## config.mk

```make
export PLATFORM = sky130hd
export DESIGN_NAME = vdtp_mac
export DESIGN_NICKNAME = d
export VERILOG_FILES = /design/src/rtl/vdtp_pkg.sv /design/src/rtl/vdtp_mac.sv
export SDC_FILE = /design/constraint.sdc
export NUM_CORES = 1
export LEC_CHECK = 0
export ABC_AREA = 1
export ABC_CLOCK_PERIOD_IN_PS = 5900
export BUFFER_PORTS_ARGS = -buffer_cell sky130_fd_sc_hd__buf_2
export CORE_ASPECT_RATIO = 1.2
export CORE_MARGIN = 2
export CORE_UTILIZATION = 58
export CTS_BUF_LIST = sky130_fd_sc_hd__clkbuf_4 sky130_fd_sc_hd__clkbuf_8
export CTS_CLUSTER_DIAMETER = 150
export DETAILED_ROUTE_END_ITERATION = 12
export PLACE_DENSITY = 0.78
export SYNTH_ARGS = -nofsm -noshare
export SYNTH_HDL_FRONTEND = slang
export SYNTH_SLANG_ARGS = --single-unit
```

## constraint.sdc

```tcl
create_clock -name i_clk -period 5.9 [get_ports i_clk]
set_clock_uncertainty 0.15 [all_clocks]
set_input_delay 0.59 -clock i_clk [delete_from_list [all_inputs] [get_ports i_clk]]
set_output_delay 0.59 -clock i_clk [all_outputs]
set_load 0.1 [all_outputs]
```

## src/rtl/vdtp_pkg.sv

```systemverilog
package vdtp_pkg;

    // Sequencer states
    typedef enum logic [1:0] {
        S_IDLE,
        S_PREP,
        S_RUN,
        S_FIN
    } t_state;

    // Configuration register indexes (byte address / 4)
    localparam int CFG_ADDR_W = 4;
    typedef enum logic [1:0] {
        REG_FINE_X = 2'd0,
        REG_FINE_Y = 2'd1,
        REG_FINE_Z = 2'd2
    } t_reg_idx;

    // Item opcodes
    localparam logic OP_WRITE  = 1'b0;
    localparam logic OP_SAMPLE = 1'b1;

    // Fixed widths of the item fields
    localparam int POS_W   = 6;
    localparam int DENS_W  = 16;
    localparam int SIZE_W  = 7;
    localparam int WGT_W   = 7;   // corner weight product, up to 64
    localparam int QW_W    = 3;   // per-axis weight in quarters, up to 4
    localparam int CORNERS = 8;

    // Control from the sequencer to the shared multiply-accumulate unit
    typedef struct packed {
        logic clr;
        logic en;
    } t_mac_ctl;

    // Two taps of one axis with their weights in quarters
    typedef struct packed {
        logic [POS_W-1:0] lo;
        logic [POS_W-1:0] hi;
        logic [QW_W-1:0]  wlo;
        logic [QW_W-1:0]  whi;
    } t_tap;

    // Taps for fine index i on an axis of nc coarse cells (nc >= 1)
    function automatic t_tap axis_taps(input logic [POS_W-1:0] i,
                                       input logic [SIZE_W-1:0] nc);
        t_tap             t;
        logic [POS_W-1:0] m;
        logic [POS_W-1:0] last;
        m    = i >> 1;
        last = POS_W'(nc - SIZE_W'(1));
        if (i == '0) begin
            t.lo  = '0;
            t.hi  = '0;
            t.wlo = QW_W'(4);
            t.whi = '0;
        end else if (!i[0]) begin
            t.lo  = m - POS_W'(1);
            t.hi  = m;
            t.wlo = QW_W'(1);
            t.whi = QW_W'(3);
        end else begin
            t.lo  = m;
            t.hi  = m + POS_W'(1);
            t.wlo = QW_W'(3);
            t.whi = QW_W'(1);
        end
        // clamp both taps to the last coarse cell
        if (t.hi > last) t.hi = last;
        if (t.lo > last) t.lo = last;
        return t;
    endfunction

endpackage

```

## src/rtl/vdtp_mac.sv

```systemverilog
module vdtp_mac
    import vdtp_pkg::*;
#(
    parameter int DATA_W = 16,
    parameter int ACC_W  = 23
) (
    input  logic              i_clk,
    input  t_mac_ctl          i_ctl,
    input  logic [WGT_W-1:0]  i_weight,
    input  logic [DATA_W-1:0] i_data,
    output logic [ACC_W-1:0]  o_acc
);

    localparam int PROD_W = DATA_W + WGT_W;

    logic [PROD_W-1:0] w_prod;
    logic [ACC_W-1:0]  r_acc;

    // Weight one corner value
    assign w_prod = (PROD_W)'(i_data) * (PROD_W)'(i_weight);

    // Clear at item start, add one corner per beat
    always_ff @(posedge i_clk) begin
        if (i_ctl.clr) begin
            r_acc <= '0;
        end else if (i_ctl.en) begin
            r_acc <= r_acc + (ACC_W)'(w_prod);
        end
    end

    assign o_acc = r_acc;

endmodule

```

Word-level counts from Yosys, hierarchy flattened
Index checks and enable logic that the tools add are counted.
{ "word_totals": {"input_bits": 26, "regBits": 23} }
{ "op_classes": {"n_addsub": 1, "mul": 1} }
{ "ops": {"columns": ["op", "n"], "rows": [
  ["$add 23x23->23", 1],
  ["$mul 16x7->23", 1]
]} }

Depth between registers and ports, before layout
{ "logic_depth": {"word_depth": 2, "ltp_mapped": 24} }

Worst setup path before layout
Ideal clock, no wire load.
{ "synth_path": {"kind": "input to register", "start": "in i_weight[1]", "end": "reg r_acc[17] (netlist: o_acc[17])", "setup_ps": 109, "setup_slack_ps": 1170, "arrival_time_ps": 4471, "cell_stages": 21, "path_cell_list": "clkbuf_1 > clkbuf_1 > nand2_1 > fa_1 > inv_1 > fa_1 > fa_1 > inv_1 > fa_1 > inv_1 > ha_1 > nand2_2 > inv_2 > a21oi_2 > nor2_1 > nor2_1 > nand2_1 > nand2_1 > nand3_1 > nand2_1 > inv_1"} }
{ "synth_via": {"elab_chain_cells": 2} }
{ "synth_lines": {"columns": ["item", "line_no", "rtl"], "rows": [
  ["start, declared", "vdtp_mac.sv:9", "input logic [WGT_W-1:0] i_weight,"],
  ["$mul 16x7->23", "vdtp_mac.sv:20", "assign w_prod = (PROD_W)'(i_data) * (PROD_W)'(i_weight);"],
  ["$add 23x23->23", "vdtp_mac.sv:27", "r_acc <= r_acc + (ACC_W)'(w_prod);"],
  ["end signal, assigned", "vdtp_mac.sv:27", null],
  ["end, declared", "vdtp_mac.sv:17", "logic [ACC_W-1:0] r_acc;"]
]} }
No other way between the ends.
A chain may end at the register's enable or synchronous reset.

Worst setup path after layout
Same ends and word-level chain as after synthesis.

==> impl_results.md <==
- Status: completed
- Compound-Gate Fraction of Synth Area: 4.26%
- Critical R2R Capture: o_acc[20]
- FF-to-FF Start: o_acc[13]
- Setup CP Type: input port to register
- CTS Buf Count: 3
- Final Hold Vio Count: 0
- Overflow after GRT: 0
- # diodes: 0
- Starting density of the core: 59.9%
- Share of layout cells above drive strength 1: 8.96%
- Max Cap Violations: 0
- Post-Syn Instances: 794
- Final setup viols: 0
- Tcrit/Tclk final: 78.0%
- Max Root-Sink Buffers: 2
- Cts hold-fix bufs: 0
- Drt via density: 4.96
- DR WL/cell: 13.3 um
- Number of flip-flops under the largest register name: 23
- H-tree level count: 1
- Post-DRT Antenna Nets: 0
- Synth area leader: fa_1
- Ys async rst share: 0%
- Main combinational cell family by area after synthesis: adder cells
- Root buf cell: clkbuf_8
- Postcts setup bufs: 0
- Synth Area in XOR/XNOR: 2.09%
- Worst-Skew Late Latency: 0.28 ns
- Critical path peak fanout: 16
- Mapped Area: 0.00544 mm2
- Top post-synthesis cells by count: inv_1 (249), nand2_1 (229), fa_1 (90)
- Critical Path Max Stage Delay: 0.56 ns
- Die height: 110 um
- Num rows: 38
- Hold Crit Endpoint: o_acc[2]
- Worst-Margin Slew: 0.732 ns
- Final Net Count: 985
- Worst Setup End Kind: register
- Starting DRT DRC Count: 275
- Cells resized by post-CTS repair: 0
- Vias in the first global route: 4,906
- Largest net degree at the start of global routing: 25
- Syn_nets: 952
- Pre-CTS setup slack: 1.03 ns
- Antenna violations before repair: 0
- DRT Pass-1 Iters: 5
- CP Launch Type: input port
- I/O pin cnt: 49
- RSZ-0062 raised after global routing: no
- Adder and majority gate portion of the synthesized area: 42.8%
- Min-delay src: o_acc[2]
- Avg Cell Area, Syn: 6.85 um2
- Fmax: 217 MHz
- Reg clk slew, reported paths: 0.10 ns
- Core box area: 0.00908 mm2
- Synthesis-to-layout area growth: 6.60%
- Relative slew slack: 51.2%
- Sum of negative setup slack: 0 ns
- Mux share of post-synthesis cell area: 0%
- Slowest CP cell: fa_1
- DRT Wirelength: 12.6 mm
- Clk sink count: 23
- Worst hold path cell count: 2
- Critical Path, Cell by Cell: buf_2 > nand2_1 > fa_1 > inv_1 > fa_1 > fa_1 > inv_1 > fa_1 > inv_1 > ha_1 > nand2_2 > inv_2 > a21oi_2 > nor2_1 > nor2_1 > nand2_1 > nand2_1 > nand3_1 > nand2_1 > inv_1
- Post-synth EDFFs: 0
- Util after Layout: 63.8%
- Sequential cell area fraction in the yosys report: 8.47%
- Simple-gate portion of the synthesized area: 23.7%
- Synth area leaders: fa_1 (33%), inv_1 (17%), nand2_1 (16%), ha_1 (9.7%), dfxtp_1 (8.5%)
- Worst Path Arrival: 4.64 ns
- Ys Warns: 0
- Worst setup margin: 1.30 ns
- Die W: 92.4 um
- WP data required: 5.94 ns
- Post-synth top area share: 33.1%
- Unique masters post-synth: 25
- First-pass GRT wire length: 21.6 mm
- Placed wire-length estimate: 10.7 mm
- CTS tree: done
- Pins Over Slew Limit: 0
- Worst R2R Path Depth: 16
- FF-to-FF setup slack: 2.20 ns
- Min-delay worst type: register to register
- Register bit total from synthesis: 23
- Total number of vias: 4,692
- DR DRC count: 0
- Port bufs: 48
- GPL Wtd Cong: 0.927
- Top FF cell, synth: dfxtp_1
- Die area: 0.0102 mm2
- Count leader, synth: inv_1
- Overall Global Routing Usage: 26.5%
- Fin crit period: 4.60 ns
==> per-stage QoR <==
stage          instance area [um2]  hold WS (ns)  std cells
3_5_place_dp                  5750         0.330        942
2_1_floorplan                 5440         0.596        794
5_1_grt                       5800         0.379        946
3_3_place_gp                  5750         0.314        942
6_report                      5800         0.339        946
4_1_cts                       5800         0.345        946
==> logic make-up after synthesis <==
logic type	Yosys count
compound gates	42
fa+ha+maj	132
xor+xnor	13
flops	23
buf+inv	270
simple gates	314
==> area by class of cell <==
type,count,area [um2]
multi-input cells,501,3960
well taps,120,150
clock inverters,1,5.00
clock buffers,3,41.3
repair buffers,48,240
inverters,250,938
fillers,877,3280
flip-flops and latches,23,460
==> critical path: cells and delay by family <==
kind	cells	cell delay, ns
compound gates	1	0.21
fa+ha+maj	5	2.51
buf+inv	6	0.57
simple gates	8	0.76
==> layer usage <==
metal / routed length [um] / vias up / GRT usage, %
met5: 0 / - / 0
met4: 270 / 0 / 7.57
met3: 550 / 31 / 2.31
met2: 6610 / 124 / 49.7
met1: 5200 / 2230 / 32.6
li1: - / 2307 / -
==> cells in the final DEF (no fill, tap or decap) <==
| master | instances |
|---|---|
| clkbuf_8 | 3 |
| inv_2 | 1 |
| nand3_1 | 27 |
| inv_1 | 249 |
| dfxtp_1 | 23 |
| nor2_2 | 5 |
| nor2_4 | 1 |
| nand4_1 | 2 |
| nand2_2 | 9 |
| nand2_1 | 229 |
| nand3_2 | 3 |
| nor2_1 | 32 |
| clkinv_2 | 1 |
| xor2_1 | 10 |
| a211oi_1 | 1 |
| o21ai_0 | 9 |
| fa_1 | 90 |
| a21oi_2 | 3 |
| o21ai_1 | 1 |
| and2_1 | 3 |
| ha_1 | 42 |
| nor3_1 | 3 |
| buf_2 | 48 |
| o21bai_1 | 3 |
| a21oi_1 | 25 |
| xnor2_1 | 3 |
==> worst max-delay path by stage <==
stage                end  slack (ns)  cells past startpoint        start
6_report       o_acc[17]        1.30                     20  i_weight[1]
5_1_grt        o_acc[19]        1.06                     20  i_weight[1]
4_1_cts        o_acc[17]        1.32                     20  i_weight[1]
3_5_place_dp   o_acc[21]        1.03                     20  i_weight[1]
3_3_place_gp   o_acc[21]        1.11                     20  i_weight[1]
2_1_floorplan  o_acc[17]        1.17                     21  i_weight[1]
Power is left out: the tool's default activity adds up to more than one toggle a clock period on the data nets, which glitch-free logic cannot reach.
